[src/rtl/bsp_pkg.sv]
// bsp_pkg: shared types and constants of the billboard sprite projection block
// no dependencies; used by every module under rtl
package bsp_pkg;

	// configuration register indexes
	localparam logic [2:0] REG_CAM_POS_X    = 3'd0;
	localparam logic [2:0] REG_CAM_POS_Y    = 3'd1;
	localparam logic [2:0] REG_VIEW_DIR_X   = 3'd2;
	localparam logic [2:0] REG_VIEW_DIR_Y   = 3'd3;
	localparam logic [2:0] REG_CAM_PLANE_X  = 3'd4;
	localparam logic [2:0] REG_CAM_PLANE_Y  = 3'd5;
	localparam logic [2:0] REG_HOVER_HEIGHT = 3'd6;

	localparam logic [31:0] RST_VIEW_DIR_X  = 32'd65536;
	localparam logic [31:0] RST_CAM_PLANE_Y = 32'd43254;

	// vertical offsets, q16.16
	localparam logic signed [32:0] LEV_FLOAT  = 33'sd22937600;
	localparam logic signed [32:0] LEV_GROUND = 33'sd26214400;

	localparam int PROD_W      = 50;
	localparam int DIV_DW      = 49;
	localparam int DIV_NW      = 64;
	localparam int DIV_CW      = 7;
	localparam int BND_W       = 48;
	localparam int QUEUE_DEPTH = 2;

	typedef struct packed {
		logic signed [31:0] pos_x;
		logic signed [31:0] pos_y;
		logic signed [31:0] dir_x;
		logic signed [31:0] dir_y;
		logic signed [31:0] plane_x;
		logic signed [31:0] plane_y;
		logic signed [31:0] hover;
	} cfg_t;

	typedef struct packed {
		logic signed [32:0] dx;
		logic signed [32:0] dy;
		logic signed [32:0] lev;
	} item_t;

	typedef struct packed {
		logic full;
		logic empty;
	} q_stat_t;

	typedef struct packed {
		logic                start;
		logic [DIV_CW-1:0]   iters;
		logic [DIV_DW-1:0]   divisor;
		logic [DIV_DW-1:0]   rem_init;
		logic [DIV_NW-1:0]   low;
	} div_cmd_t;

	typedef struct packed {
		logic signed [15:0] centre_column;
		logic [14:0]        start_column;
		logic signed [15:0] end_column;
		logic [14:0]        start_row;
		logic signed [15:0] end_row;
		logic [15:0]        sprite_size;
		logic signed [31:0] depth;
		logic               in_front;
		logic               degenerate;
	} res_t;

endpackage

[src/rtl/bsp_front.sv]
// bsp_front: input side, takes sprite transfers and forms camera-relative items
// depends on bsp_pkg
module bsp_front (
	input  logic             in_valid,
	output logic             in_ready,
	input  logic signed [31:0] sprite_x,
	input  logic signed [31:0] sprite_y,
	input  logic             floating,
	input  bsp_pkg::cfg_t    cfg,
	input  bsp_pkg::q_stat_t q_stat,
	output logic             push,
	output bsp_pkg::item_t   item
);

	logic signed [32:0] hov_e;

	assign in_ready = !q_stat.full;
	assign push     = in_valid && !q_stat.full;
	assign hov_e    = {cfg.hover[31], cfg.hover};

	always_comb begin
		item.dx  = {sprite_x[31], sprite_x} - {cfg.pos_x[31], cfg.pos_x};
		item.dy  = {sprite_y[31], sprite_y} - {cfg.pos_y[31], cfg.pos_y};
		item.lev = floating ? (hov_e + bsp_pkg::LEV_FLOAT) : (bsp_pkg::LEV_GROUND - hov_e);
	end

endmodule

[src/rtl/bsp_fifo.sv]
// bsp_fifo: short item queue between front and back
// depends on bsp_pkg
module bsp_fifo (
	input  logic             clk,
	input  logic             arst_n,
	input  logic             push,
	input  bsp_pkg::item_t   wdata,
	input  logic             pop,
	output bsp_pkg::item_t   rdata,
	output bsp_pkg::q_stat_t stat
);

	localparam int AW    = (bsp_pkg::QUEUE_DEPTH > 1) ? $clog2(bsp_pkg::QUEUE_DEPTH) : 1;
	localparam int CNT_W = $clog2(bsp_pkg::QUEUE_DEPTH + 1);

	bsp_pkg::item_t    mem_q [bsp_pkg::QUEUE_DEPTH];
	logic [AW-1:0]     wr_q;
	logic [AW-1:0]     rd_q;
	logic [CNT_W-1:0]  cnt_q;
	logic              do_push;
	logic              do_pop;

	assign stat.full  = (cnt_q == CNT_W'(bsp_pkg::QUEUE_DEPTH));
	assign stat.empty = (cnt_q == '0);
	assign do_push    = push && !stat.full;
	assign do_pop     = pop && !stat.empty;
	assign rdata      = mem_q[rd_q];

	always_ff @(posedge clk) begin
		if (do_push) begin
			mem_q[wr_q] <= wdata;
		end
	end

	always_ff @(posedge clk or negedge arst_n) begin
		if (!arst_n) begin
			wr_q  <= '0;
			rd_q  <= '0;
			cnt_q <= '0;
		end else begin
			if (do_push) begin
				wr_q <= (wr_q == AW'(bsp_pkg::QUEUE_DEPTH - 1)) ? '0 : wr_q + 1'b1;
			end
			if (do_pop) begin
				rd_q <= (rd_q == AW'(bsp_pkg::QUEUE_DEPTH - 1)) ? '0 : rd_q + 1'b1;
			end
			case ({do_push, do_pop})
				2'b10:   cnt_q <= cnt_q + 1'b1;
				2'b01:   cnt_q <= cnt_q - 1'b1;
				default: cnt_q <= cnt_q;
			endcase
		end
	end

endmodule

[src/rtl/bsp_div.sv]
// bsp_div: restoring divider, one quotient bit a cycle
// depends on bsp_pkg
module bsp_div (
	input  logic                        clk,
	input  logic                        arst_n,
	input  bsp_pkg::div_cmd_t           cmd,
	output logic                        done,
	output logic [bsp_pkg::DIV_NW-1:0]  quot,
	output logic [bsp_pkg::DIV_DW-1:0]  rem
);

	localparam int DW = bsp_pkg::DIV_DW;
	localparam int NW = bsp_pkg::DIV_NW;

	logic [DW-1:0]             rem_q;
	logic [DW-1:0]             d_q;
	logic [NW-1:0]             low_q;
	logic [NW-1:0]             quot_q;
	logic [bsp_pkg::DIV_CW-1:0] cnt_q;
	logic                      busy_q;
	logic                      done_q;
	logic [DW:0]               trial;
	logic [DW:0]               diff;
	logic                      ge;

	assign trial = {rem_q, low_q[NW-1]};
	assign diff  = trial - {1'b0, d_q};
	assign ge    = (trial >= {1'b0, d_q});
	assign done  = done_q;
	assign quot  = quot_q;
	assign rem   = rem_q;

	always_ff @(posedge clk or negedge arst_n) begin
		if (!arst_n) begin
			busy_q <= 1'b0;
			done_q <= 1'b0;
			cnt_q  <= '0;
		end else begin
			// last iteration of a running division
			done_q <= !cmd.start && busy_q && (cnt_q == bsp_pkg::DIV_CW'(1));
			if (cmd.start) begin
				busy_q <= 1'b1;
				cnt_q  <= cmd.iters;
			end else if (busy_q) begin
				cnt_q <= cnt_q - 1'b1;
				if (cnt_q == bsp_pkg::DIV_CW'(1)) begin
					busy_q <= 1'b0;
				end
			end
		end
	end

	always_ff @(posedge clk) begin
		if (cmd.start) begin
			rem_q  <= cmd.rem_init;
			d_q    <= cmd.divisor;
			low_q  <= cmd.low;
			quot_q <= '0;
		end else if (busy_q) begin
			rem_q  <= ge ? diff[DW-1:0] : trial[DW-1:0];
			low_q  <= {low_q[NW-2:0], 1'b0};
			quot_q <= {quot_q[NW-2:0], ge};
		end
	end

endmodule

[src/rtl/bsp_back.sv]
// bsp_back: sequencer for camera transform, divisions and bound clamping
// depends on bsp_pkg and bsp_div
module bsp_back #(
	parameter int SCREEN_WIDTH  = 640,
	parameter int SCREEN_HEIGHT = 480
) (
	input  logic             clk,
	input  logic             arst_n,
	input  bsp_pkg::cfg_t    cfg,
	input  bsp_pkg::q_stat_t q_stat,
	input  bsp_pkg::item_t   item,
	output logic             pop,
	output logic             out_valid,
	input  logic             out_ready,
	output bsp_pkg::res_t    res
);

	localparam int PW        = bsp_pkg::PROD_W;
	localparam int BW        = bsp_pkg::BND_W;
	localparam int NW        = bsp_pkg::DIV_NW;
	localparam int CW        = bsp_pkg::DIV_CW;
	localparam int HALF_W    = SCREEN_WIDTH / 2;
	localparam int HALF_H    = SCREEN_HEIGHT / 2;
	localparam int CEN_BITS  = $clog2(HALF_W + 1) + 33;
	localparam int SIZE_BITS = $clog2(SCREEN_HEIGHT + 1) + 16;
	localparam logic [NW-1:0] SIZE_LOW =
		(NW'(SCREEN_HEIGHT) * NW'(65536)) << (NW - SIZE_BITS);
	localparam logic signed [BW-1:0] HALF_H_B = BW'(HALF_H);
	localparam logic signed [BW-1:0] W_B      = BW'(SCREEN_WIDTH);
	localparam logic signed [BW-1:0] H_B      = BW'(SCREEN_HEIGHT);
	localparam logic signed [BW-1:0] S15_MAX  = BW'(32767);
	localparam logic signed [BW-1:0] S16_MIN  = BW'(-32768);

	typedef enum logic [7:0] {
		ST_IDLE = 8'b0000_0001,
		ST_MUL  = 8'b0000_0010,
		ST_TX   = 8'b0000_0100,
		ST_TY   = 8'b0000_1000,
		ST_CEN  = 8'b0001_0000,
		ST_SIZE = 8'b0010_0000,
		ST_LEV  = 8'b0100_0000,
		ST_FIN  = 8'b1000_0000
	} st_t;

	st_t                   state_q;
	bsp_pkg::item_t        item_q;
	logic [2:0]            k_q;
	logic [1:0]            ph_q;
	logic [64:0]           acc_q;
	logic signed [PW-1:0]  t_q;
	logic signed [PW-1:0]  det_q;
	logic signed [PW-1:0]  numx_q;
	logic signed [PW-1:0]  numy_q;
	logic signed [31:0]    tx_q;
	logic signed [31:0]    ty_q;
	logic signed [CEN_BITS:0] cen_q;
	logic [SIZE_BITS-1:0]  size_q;
	logic [31:0]           levq_q;
	logic                  levr_nz_q;
	logic                  degen_q;
	logic                  issued_q;
	logic                  out_valid_q;
	bsp_pkg::res_t         res_q;

	bsp_pkg::div_cmd_t     div_cmd;
	logic                  div_done;
	logic [NW-1:0]         div_quot;
	logic [bsp_pkg::DIV_DW-1:0] div_rem;

	bsp_div u_div (
		.clk    (clk),
		.arst_n (arst_n),
		.cmd    (div_cmd),
		.done   (div_done),
		.quot   (div_quot),
		.rem    (div_rem)
	);

	function automatic logic [PW-2:0] mag_p(input logic signed [PW-1:0] v);
		logic [PW-1:0] t;
		t = v[PW-1] ? (~v + PW'(1)) : v;
		return t[PW-2:0];
	endfunction

	function automatic logic signed [31:0] q16_res(input logic ovf, input logic neg,
		input logic [30:0] q);
		logic [31:0] m;
		m = {1'b0, q};
		if (ovf) begin
			return neg ? 32'sh8000_0000 : 32'sh7fff_ffff;
		end
		return neg ? (~m + 32'd1) : m;
	endfunction

	// truncation fix of (base*ty + lev)/ty from base + trunc(lev/ty)
	function automatic logic signed [BW-1:0] trunc_fix(input logic signed [BW-1:0] y,
		input logic nz, input logic fneg);
		if (nz && fneg && (y > 0)) begin
			return y - BW'(1);
		end
		if (nz && !fneg && (y < 0)) begin
			return y + BW'(1);
		end
		return y;
	endfunction

	function automatic logic [14:0] sat_u15(input logic signed [BW-1:0] v);
		if (v < 0) begin
			return 15'd0;
		end
		if (v > S15_MAX) begin
			return 15'h7fff;
		end
		return v[14:0];
	endfunction

	function automatic logic signed [15:0] clamp_hi(input logic signed [BW-1:0] v,
		input logic signed [BW-1:0] lim);
		logic signed [BW-1:0] c;
		c = (v >= lim) ? (lim - BW'(1)) : v;
		if (c < S16_MIN) begin
			return 16'sh8000;
		end
		return c[15:0];
	endfunction

	// multiplier operand selection
	logic signed [32:0] mul_a;
	logic signed [31:0] mul_b;
	logic [32:0]        ma;
	logic [31:0]        mb;
	logic               mneg;
	logic [48:0]        part;
	logic [48:0]        p_mag;
	logic signed [PW-1:0] p_s;
	logic signed [PW-1:0] p_diff;

	always_comb begin
		case (k_q)
			3'd0:    begin mul_a = {cfg.plane_x[31], cfg.plane_x}; mul_b = cfg.dir_y;   end
			3'd1:    begin mul_a = {cfg.dir_x[31], cfg.dir_x};     mul_b = cfg.plane_y; end
			3'd2:    begin mul_a = item_q.dx;                      mul_b = cfg.dir_y;   end
			3'd3:    begin mul_a = item_q.dy;                      mul_b = cfg.dir_x;   end
			3'd4:    begin mul_a = item_q.dy;                      mul_b = cfg.plane_x; end
			3'd5:    begin mul_a = item_q.dx;                      mul_b = cfg.plane_y; end
			default: begin mul_a = '0;                             mul_b = '0;          end
		endcase
	end

	assign ma     = mul_a[32] ? (~mul_a + 33'd1) : mul_a;
	assign mb     = mul_b[31] ? (~mul_b + 32'd1) : mul_b;
	assign mneg   = mul_a[32] ^ mul_b[31];
	assign part   = {16'b0, ma} * {33'b0, (ph_q == 2'd1) ? mb[31:16] : mb[15:0]};
	assign p_mag  = acc_q[64:16];
	assign p_s    = mneg ? (PW'(0) - {1'b0, p_mag}) : {1'b0, p_mag};
	assign p_diff = t_q - p_s;

	// division operands
	logic [PW-2:0] det_mag;
	logic [PW-2:0] numx_mag;
	logic [PW-2:0] numy_mag;
	logic          tx_ovf;
	logic          ty_ovf;
	logic          tx_neg;
	logic          ty_neg;
	logic signed [32:0] sum;
	logic [32:0]   sum_mag;
	logic [CEN_BITS-1:0] cen_mag;
	logic [31:0]   ty_mag;
	logic [31:0]   lev_mag;
	logic [32:0]   lev_abs;
	logic [CEN_BITS:0] cen_q_mag;

	assign det_mag  = mag_p(det_q);
	assign numx_mag = mag_p(numx_q);
	assign numy_mag = mag_p(numy_q);
	assign tx_ovf   = ({15'b0, numx_mag} >= {det_mag, 15'b0});
	assign ty_ovf   = ({15'b0, numy_mag} >= {det_mag, 15'b0});
	assign tx_neg   = numx_q[PW-1] ^ det_q[PW-1];
	assign ty_neg   = numy_q[PW-1] ^ det_q[PW-1];
	assign sum      = {tx_q[31], tx_q} + {ty_q[31], ty_q};
	assign sum_mag  = sum[32] ? (~sum + 33'd1) : sum;
	assign cen_mag  = CEN_BITS'({{(CEN_BITS - 33){1'b0}}, sum_mag} * CEN_BITS'(HALF_W));
	assign ty_mag   = ty_q[31] ? (~ty_q + 32'd1) : ty_q;
	assign lev_abs  = item_q.lev[32] ? (~item_q.lev + 33'd1) : item_q.lev;
	assign lev_mag  = lev_abs[31:0];
	assign cen_q_mag = {1'b0, div_quot[CEN_BITS-1:0]};

	always_comb begin
		div_cmd = '0;
		case (state_q)
			ST_TX: begin
				div_cmd.start    = !issued_q && (det_q != '0) && !tx_ovf;
				div_cmd.iters    = CW'(31);
				div_cmd.divisor  = det_mag;
				div_cmd.rem_init = numx_mag >> 15;
				div_cmd.low      = {numx_mag[14:0], 49'b0};
			end
			ST_TY: begin
				div_cmd.start    = !issued_q && !ty_ovf;
				div_cmd.iters    = CW'(31);
				div_cmd.divisor  = det_mag;
				div_cmd.rem_init = numy_mag >> 15;
				div_cmd.low      = {numy_mag[14:0], 49'b0};
			end
			ST_CEN: begin
				div_cmd.start   = !issued_q;
				div_cmd.iters   = CW'(CEN_BITS);
				div_cmd.divisor = {17'b0, ty_mag};
				div_cmd.low     = NW'(cen_mag) << (NW - CEN_BITS);
			end
			ST_SIZE: begin
				div_cmd.start   = !issued_q;
				div_cmd.iters   = CW'(SIZE_BITS);
				div_cmd.divisor = {17'b0, ty_mag};
				div_cmd.low     = SIZE_LOW;
			end
			ST_LEV: begin
				div_cmd.start   = !issued_q;
				div_cmd.iters   = CW'(32);
				div_cmd.divisor = {17'b0, ty_mag};
				div_cmd.low     = {lev_mag, 32'b0};
			end
			default: div_cmd = '0;
		endcase
	end

	// bound arithmetic for the final step
	logic signed [BW-1:0] half_b;
	logic signed [BW-1:0] cen_b;
	logic signed [BW-1:0] levq_b;
	logic                 fneg;
	logic signed [BW-1:0] srow;
	logic signed [BW-1:0] erow;
	logic signed [BW-1:0] scol;
	logic signed [BW-1:0] ecol;
	bsp_pkg::res_t        res_d;

	assign half_b = BW'(size_q >> 1);
	assign cen_b  = BW'(cen_q);
	assign fneg   = item_q.lev[32] ^ ty_q[31];
	assign levq_b = fneg ? (BW'(0) - BW'(levq_q)) : BW'(levq_q);
	assign srow   = trunc_fix(HALF_H_B - half_b + levq_b, levr_nz_q, fneg);
	assign erow   = trunc_fix(HALF_H_B + half_b + levq_b, levr_nz_q, fneg);
	assign scol   = cen_b - half_b;
	assign ecol   = cen_b + half_b;

	always_comb begin
		res_d = '0;
		if (degen_q) begin
			res_d.degenerate = 1'b1;
		end else begin
			if (cen_b > S15_MAX) begin
				res_d.centre_column = 16'sh7fff;
			end else if (cen_b < S16_MIN) begin
				res_d.centre_column = 16'sh8000;
			end else begin
				res_d.centre_column = cen_b[15:0];
			end
			res_d.start_column = sat_u15(scol);
			res_d.end_column   = clamp_hi(ecol, W_B);
			res_d.start_row    = sat_u15(srow);
			res_d.end_row      = clamp_hi(erow, H_B);
			res_d.sprite_size  = (size_q > SIZE_BITS'(65535)) ? 16'hffff : size_q[15:0];
			res_d.depth        = ty_q;
			res_d.in_front     = !ty_q[31] && (ty_q != '0);
		end
	end

	assign pop       = (state_q == ST_IDLE) && !q_stat.empty;
	assign out_valid = out_valid_q;
	assign res       = res_q;

	always_ff @(posedge clk or negedge arst_n) begin
		if (!arst_n) begin
			state_q     <= ST_IDLE;
			k_q         <= '0;
			ph_q        <= '0;
			issued_q    <= 1'b0;
			degen_q     <= 1'b0;
			out_valid_q <= 1'b0;
		end else begin
			if ((state_q == ST_FIN) && (!out_valid_q || out_ready)) begin
				out_valid_q <= 1'b1;
			end else if (out_ready) begin
				out_valid_q <= 1'b0;
			end
			case (state_q)
				ST_IDLE: begin
					if (!q_stat.empty) begin
						k_q     <= '0;
						ph_q    <= '0;
						degen_q <= 1'b0;
						state_q <= ST_MUL;
					end
				end
				ST_MUL: begin
					if (ph_q == 2'd2) begin
						ph_q <= '0;
						if (k_q == 3'd5) begin
							state_q <= ST_TX;
						end else begin
							k_q <= k_q + 3'd1;
						end
					end else begin
						ph_q <= ph_q + 2'd1;
					end
				end
				ST_TX: begin
					if (!issued_q) begin
						if (det_q == '0) begin
							degen_q <= 1'b1;
							state_q <= ST_FIN;
						end else if (tx_ovf) begin
							state_q <= ST_TY;
						end else begin
							issued_q <= 1'b1;
						end
					end else if (div_done) begin
						issued_q <= 1'b0;
						state_q  <= ST_TY;
					end
				end
				ST_TY: begin
					if (!issued_q) begin
						if (ty_ovf) begin
							state_q <= ST_CEN;
						end else begin
							issued_q <= 1'b1;
						end
					end else if (div_done) begin
						issued_q <= 1'b0;
						if (div_quot[30:0] == '0) begin
							degen_q <= 1'b1;
							state_q <= ST_FIN;
						end else begin
							state_q <= ST_CEN;
						end
					end
				end
				ST_CEN: begin
					if (!issued_q) begin
						issued_q <= 1'b1;
					end else if (div_done) begin
						issued_q <= 1'b0;
						state_q  <= ST_SIZE;
					end
				end
				ST_SIZE: begin
					if (!issued_q) begin
						issued_q <= 1'b1;
					end else if (div_done) begin
						issued_q <= 1'b0;
						state_q  <= ST_LEV;
					end
				end
				ST_LEV: begin
					if (!issued_q) begin
						issued_q <= 1'b1;
					end else if (div_done) begin
						issued_q <= 1'b0;
						state_q  <= ST_FIN;
					end
				end
				ST_FIN: begin
					if (!out_valid_q || out_ready) begin
						state_q <= ST_IDLE;
					end
				end
				default: state_q <= ST_IDLE;
			endcase
		end
	end

	// datapath registers
	always_ff @(posedge clk) begin
		case (state_q)
			ST_IDLE: begin
				if (!q_stat.empty) begin
					item_q <= item;
				end
			end
			ST_MUL: begin
				case (ph_q)
					2'd0:    acc_q <= {16'b0, part};
					2'd1:    acc_q <= acc_q + {part, 16'b0};
					default: begin
						if (!k_q[0]) begin
							t_q <= p_s;
						end else if (k_q == 3'd1) begin
							det_q <= p_diff;
						end else if (k_q == 3'd3) begin
							numx_q <= p_diff;
						end else begin
							numy_q <= p_diff;
						end
					end
				endcase
			end
			ST_TX: begin
				if (!issued_q && tx_ovf) begin
					tx_q <= q16_res(1'b1, tx_neg, '0);
				end else if (issued_q && div_done) begin
					tx_q <= q16_res(1'b0, tx_neg, div_quot[30:0]);
				end
			end
			ST_TY: begin
				if (!issued_q && ty_ovf) begin
					ty_q <= q16_res(1'b1, ty_neg, '0);
				end else if (issued_q && div_done) begin
					ty_q <= q16_res(1'b0, ty_neg, div_quot[30:0]);
				end
			end
			ST_CEN: begin
				if (issued_q && div_done) begin
					cen_q <= (sum[32] ^ ty_q[31]) ? ((CEN_BITS + 1)'(0) - cen_q_mag) : cen_q_mag;
				end
			end
			ST_SIZE: begin
				if (issued_q && div_done) begin
					size_q <= div_quot[SIZE_BITS-1:0];
				end
			end
			ST_LEV: begin
				if (issued_q && div_done) begin
					levq_q    <= div_quot[31:0];
					levr_nz_q <= (div_rem != '0);
				end
			end
			ST_FIN: begin
				if (!out_valid_q || out_ready) begin
					res_q <= res_d;
				end
			end
			default: begin
			end
		endcase
	end

endmodule

[src/rtl/billboard_sprite_projection.sv]
// billboard_sprite_projection: top level, configuration registers and the front/queue/back chain
// depends on bsp_pkg, bsp_front, bsp_fifo, bsp_back (and bsp_div below it)

// Projects one sprite world position (q16.16) to screen space for a raycaster view.
// A sprite transfer is taken whenever the two-entry queue has room, so the next
// sprites are accepted while earlier ones are still being worked on and while a
// finished result waits in the output register. The back end runs the six camera
// products through one 33x16 multiplier, each as a low-half partial product, a
// high-half partial product added in and a signed store of the result, then uses
// the single shared divider, which yields one quotient bit per cycle, up to five
// times per sprite (two q16.16 quotients, centre column, size and vertical offset).
// A q16.16 quotient that saturates skips its division, a degenerate sprite goes
// straight to the result, and a finished result that is not taken holds the back end.
// Configuration is to be written only while the block is idle; the block itself
// does not enforce this. Out-of-range indexes are dropped.
module billboard_sprite_projection #(
	parameter int SCREEN_WIDTH  = 640,
	parameter int SCREEN_HEIGHT = 480
) (
	input  logic               clk,
	input  logic               arst_n,
	// configuration write port
	input  logic               cfg_we,
	input  logic [2:0]         cfg_index,
	input  logic [31:0]        cfg_data,
	// sprite input channel
	input  logic               in_valid,
	output logic               in_ready,
	input  logic signed [31:0] sprite_x,
	input  logic signed [31:0] sprite_y,
	input  logic               floating,
	// result channel
	output logic               out_valid,
	input  logic               out_ready,
	output logic signed [15:0] centre_column,
	output logic [14:0]        start_column,
	output logic signed [15:0] end_column,
	output logic [14:0]        start_row,
	output logic signed [15:0] end_row,
	output logic [15:0]        sprite_size,
	output logic signed [31:0] depth,
	output logic               in_front,
	output logic               degenerate
);

	bsp_pkg::cfg_t    cfg_q;
	bsp_pkg::q_stat_t q_stat;
	bsp_pkg::item_t   push_item;
	bsp_pkg::item_t   pop_item;
	bsp_pkg::res_t    res;
	logic             push;
	logic             pop;

	// camera registers, reset to a unit view along +x with a 0.66 plane
	always_ff @(posedge clk or negedge arst_n) begin
		if (!arst_n) begin
			cfg_q <= '{pos_x: '0, pos_y: '0, dir_x: bsp_pkg::RST_VIEW_DIR_X, dir_y: '0,
				plane_x: '0, plane_y: bsp_pkg::RST_CAM_PLANE_Y, hover: '0};
		end else if (cfg_we) begin
			case (cfg_index)
				bsp_pkg::REG_CAM_POS_X:    cfg_q.pos_x   <= cfg_data;
				bsp_pkg::REG_CAM_POS_Y:    cfg_q.pos_y   <= cfg_data;
				bsp_pkg::REG_VIEW_DIR_X:   cfg_q.dir_x   <= cfg_data;
				bsp_pkg::REG_VIEW_DIR_Y:   cfg_q.dir_y   <= cfg_data;
				bsp_pkg::REG_CAM_PLANE_X:  cfg_q.plane_x <= cfg_data;
				bsp_pkg::REG_CAM_PLANE_Y:  cfg_q.plane_y <= cfg_data;
				bsp_pkg::REG_HOVER_HEIGHT: cfg_q.hover   <= cfg_data;
				default:                   cfg_q         <= cfg_q;
			endcase
		end
	end

	// front: camera-relative offsets and vertical offset per transfer
	bsp_front u_front (
		.in_valid (in_valid),
		.in_ready (in_ready),
		.sprite_x (sprite_x),
		.sprite_y (sprite_y),
		.floating (floating),
		.cfg      (cfg_q),
		.q_stat   (q_stat),
		.push     (push),
		.item     (push_item)
	);

	// queue decouples acceptance from the long back-end sequence
	bsp_fifo u_fifo (
		.clk    (clk),
		.arst_n (arst_n),
		.push   (push),
		.wdata  (push_item),
		.pop    (pop),
		.rdata  (pop_item),
		.stat   (q_stat)
	);

	// back: transform, divisions, clamping, output register
	bsp_back #(
		.SCREEN_WIDTH  (SCREEN_WIDTH),
		.SCREEN_HEIGHT (SCREEN_HEIGHT)
	) u_back (
		.clk       (clk),
		.arst_n    (arst_n),
		.cfg       (cfg_q),
		.q_stat    (q_stat),
		.item      (pop_item),
		.pop       (pop),
		.out_valid (out_valid),
		.out_ready (out_ready),
		.res       (res)
	);

	assign centre_column = res.centre_column;
	assign start_column  = res.start_column;
	assign end_column    = res.end_column;
	assign start_row     = res.start_row;
	assign end_row       = res.end_row;
	assign sprite_size   = res.sprite_size;
	assign depth         = res.depth;
	assign in_front      = res.in_front;
	assign degenerate    = res.degenerate;

	// in-front flag must agree with the sign of the depth
	a_front_depth: assert property (@(posedge clk) disable iff (!arst_n)
		out_valid |-> (in_front == (!depth[31] && (depth != 32'sd0))))
		else $error("in_front disagrees with depth");

	// upper bounds are clamped to the screen
	a_bound_clamp: assert property (@(posedge clk) disable iff (!arst_n)
		out_valid |-> (($signed(end_column) <= SCREEN_WIDTH - 1) &&
			($signed(end_row) <= SCREEN_HEIGHT - 1)))
		else $error("end bound beyond screen");

	// a degenerate result carries no geometry
	a_degen_zero: assert property (@(posedge clk) disable iff (!arst_n)
		(out_valid && degenerate) |-> ((depth == 32'sd0) && (sprite_size == 16'd0) &&
			!in_front && (centre_column == 16'sd0)))
		else $error("degenerate result with non-zero fields");

endmodule

[config.mk]
export PLATFORM = sky130hd
export DESIGN_NAME = billboard_sprite_projection
export DESIGN_NICKNAME = d
export VERILOG_FILES = /design/src/rtl/bsp_pkg.sv /design/src/rtl/bsp_front.sv /design/src/rtl/bsp_fifo.sv /design/src/rtl/bsp_div.sv /design/src/rtl/bsp_back.sv /design/src/rtl/billboard_sprite_projection.sv
export SDC_FILE = /design/constraint.sdc
export NUM_CORES = 2
export LEC_CHECK = 0
export BUFFER_PORTS_ARGS = -buffer_cell sky130_fd_sc_hd__buf_2
export CORE_MARGIN = 10
export CORE_UTILIZATION = 40
export CTS_BUF_LIST = sky130_fd_sc_hd__clkbuf_4
export CTS_CLUSTER_SIZE = 8
export DETAILED_ROUTE_END_ITERATION = 8
export GPL_TIMING_DRIVEN = 0
export SLEW_MARGIN = 20
export SYNTH_ARGS = -nofsm -noshare
export SYNTH_HDL_FRONTEND = slang
export SYNTH_HIERARCHICAL = 1
export SYNTH_SLANG_ARGS = --single-unit
[constraint.sdc]
create_clock -name clk -period 16.19 [get_ports clk]
set_input_delay 4.0475 -clock clk [delete_from_list [all_inputs] [get_ports clk]]
set_output_delay 4.0475 -clock clk [all_outputs]
set_load 0.02 [all_outputs]
==> parameters.txt <==
Parameter                              Value

Status
  Outcome ... finished with violations
  Violations in the final reports ... design-rule violations

Worst setup path
  Crit path max fanout ... 10
  Worst Path Required ... 17.19 ns
  Worst Path Class, Setup ... reg2reg
  Element type at the critical path end ... register
  Arrival time worst endpoint ... 16.31 ns
  Delay of the slowest cell on the worst path ... 0.59 ns
  Setup slack, reg-to-reg ... 0.87 ns
  Critical-path cell with the highest stage delay ... sky130_fd_sc_hd__a221oi_1
  FF-to-FF path depth ... 52
  Reg2reg end ... u_back/acc_q[58]
  Worst setup SP type ... register
  Startpoint of the most critical register-to-register path ... u_back/k_q[2]

Synthesis
  Synthesized area divided by synthesized cell count ... 9.803 um2
  Count of mapped cells out of synthesis ... 10.65k
  Number of warnings printed during yosys synthesis ... 6
  Netlist area before placement ... 104400 um2

Finish
  Layout Utilization ... 44.65%
  Finished Cell Area ... 116000 um2
  Layout cells sized above 1 ... 13.08%
  Area Overhead vs Synth ... 11.09%
  Final Instance Count excl. Fillers ... 15.01k
  Filler cells ... 25.00k
  Final layout net count ... 12.51k

Placed design
  Worst setup slack before clock tree synthesis ... -0.1025 ns
  DP HPWL ... 277900 um
  Final RePlAce weighted congestion ... 0.9524
  Port bufs ... 230
  Number of cells after detailed placement ... 14.38k
  Placed instance area ... 111200 um2

Floorplanning
  Row cnt ... 187
  Placeable Area ... 259700 um2
  Number of placed I/O pins ... 235
  Floorplan die area ... 281800 um2
  Initial core utilization ... 40.19%
  Vertical extent of the die ... 530.9 um
  Die width ... 530.9 um

Route
  Via density per instance ... 5.716
  Routed length per placed instance ... 23.13 um
  Remaining routing DRC violations ... 6
  Sum of routed wire length over all layers ... 347200 um
  Detailed router's first-iteration violation count ... 7845
  Post-route ant nets ... 0
  Via total after detailed routing ... 85.79k
  Iteration count of the initial detailed-routing pass ... 9

Clock tree
  Insertion delay to the later sink of the worst-skew pair ... 1.24 ns
  Number of buffers created by CTS ... 354
  Buffer count from post-CTS setup fixing ... 0
  Maximum clock path buffer count ... 4
  Post-cts hold buffer count ... 0
  Depth of the CTS H-tree ... 5
  Resized Gates After CTS ... 3
  Clock tree from TritonCTS ... yes
  TritonCTS Sinks ... 1296
  Clock transition time at the flip-flop clock pins of the worst setup and hold paths ... 0.06 ns
  Clock root buffer master ... sky130_fd_sc_hd__clkbuf_4

GRT
  Via count of the first global-routing pass ... 85.40k
  Initial antenna violation count ... 17
  Grt ovf ... 0
  Aggregate global-route resource usage ... 23.78%
  Global-route wire length before repair ... 523000 um
  Maximum number of pins on one net before global-route repair ... 101

STA
  Share of the cycle needed by the critical path after routing ... 94.60%
  Final max-slew violation count ... 0
  Worst-Margin Slew ... 1.212 ns
  Achievable Freq ... 65.29 MHz
  Final Hold Fails ... 0
  Relative max-transition margin ... 18.08%
  Final worst setup slack ... 0.8738 ns
  Final worst clock skew ... 0.1210 ns
  Min Tclk post-route ... 15.32 ns
  Unrepaired setup endpoints after global routing ... no
  Endpoints failing setup ... 0

Worst hold path
  Class of the tightest hold or removal check ... reg2reg
  Endpoint with the worst hold slack ... cfg_q[217]
  Hold Path Stages ... 1
  Hold wc startpoint ... cfg_q[217]

Job
  Count of maximum capacitance violations ... 0
[how the worst max path moves through the flow]
stage                             to           from  slack, ns  cells after the start
floorplan           u_back/acc_q[64]  u_back/k_q[2]       4.33                     53
global placement    u_back/acc_q[64]  u_back/k_q[2]      -0.64                     50
detailed placement  u_back/acc_q[64]  u_back/k_q[2]      -0.10                     53
CTS                 u_back/acc_q[64]  u_back/k_q[2]       0.21                     52
global route        u_back/acc_q[64]  u_back/k_q[2]      0.006                     52
finish              u_back/acc_q[58]  u_back/k_q[2]       0.87                     52
[worst max-delay path: cells and delay by family (launching register included)]
kind | cells | cell delay (ns)
compound gates | 16 | 4.98
fa+ha+maj | 9 | 4.07
simple gates | 12 | 2.51
buf+inv | 12 | 2.42
xor+xnor | 3 | 0.71
flops | 1 | 0.39
[state kept, by name, summed over array words and instances, names as in the netlist, 32 cells and up]
signal,count
u_back/acc_q,49
u_back/cen_q,43
cfg_q,224
u_back/u_div/rem,49
u_back/det_q,50
u_back/item_q,99
u_back/t_q,50
u_back/u_div/d_q,49
u_back/numy_q,50
u_back/tx_q,32
u_back/res,128
u_back/numx_q,50
u_back/levq_q,32
u_back/ty_q,32
u_back/u_div/low_q,64
u_fifo/mem_q,198
u_back/u_div/quot,42
[through the flow]
step | hold slack (ns) | setup TNS (ns)
floorplan | 0.4231 | 0
CTS | 0.4894 | 0
global placement | 0.4699 | -2.154
finish | 0.4858 | 0
global route | 0.5074 | 0
detailed placement | 0.4713 | -0.1896
[cell type report]
cell class	instances	area (um2)	share of cell area [%]
Antenna cell	8	20.02	0.01726
Buffer	449	2021	1.743
Clock buffer	550	4129	3.561
Clock inverter	68	481.7	0.4154
Inverter	895	3359	2.897
Multi-Input combinational cell	8051	62320	53.74
Sequential cell	1296	37240	32.12
Tap cell	3402	4257	3.671
Timing Repair Buffer	289	2131	1.838
[cell usage in the layout, fill, tap and decap left out, types with 95 or more instances in the layout]
cell type and count:
sky130_fd_sc_hd__edfxtp_1 1001, sky130_fd_sc_hd__nand2_1 957, sky130_fd_sc_hd__inv_1 894, sky130_fd_sc_hd__nor2_1 726
sky130_fd_sc_hd__ha_1 630, sky130_fd_sc_hd__a21oi_1 605, sky130_fd_sc_hd__clkbuf_4 551, sky130_fd_sc_hd__xnor2_1 510
sky130_fd_sc_hd__o21ai_0 493, sky130_fd_sc_hd__fa_1 443, sky130_fd_sc_hd__xor2_1 361, sky130_fd_sc_hd__clkbuf_1 339
sky130_fd_sc_hd__mux2_2 277, sky130_fd_sc_hd__buf_2 262, sky130_fd_sc_hd__dfrtp_1 242, sky130_fd_sc_hd__nor3_1 236
sky130_fd_sc_hd__a21o_1 220, sky130_fd_sc_hd__nand3_1 179, sky130_fd_sc_hd__nor2b_1 136, sky130_fd_sc_hd__nand4_1 135
sky130_fd_sc_hd__and2_1 120, sky130_fd_sc_hd__nand2b_1 117, sky130_fd_sc_hd__or3_1 109, sky130_fd_sc_hd__mux2_4 99
sky130_fd_sc_hd__o31ai_1 95
[layer usage]
layer / wire [um] / part of all wire, % / global-route usage (%) / vias up
met3: 22000 / 6.3 / 3.347 / 691
met4: 17300 / 5.0 / 10.54 / 2
met2: 161100 / 46 / 39.31 / 3178
li1: - / - / - / 39816
met1: 146700 / 42 / 31.03 / 42099
met5: 13 / 0.0037 / 0 / -
Power is not shown: default switching activity piles up to over one toggle a cycle in this logic, so the estimate is an artifact.
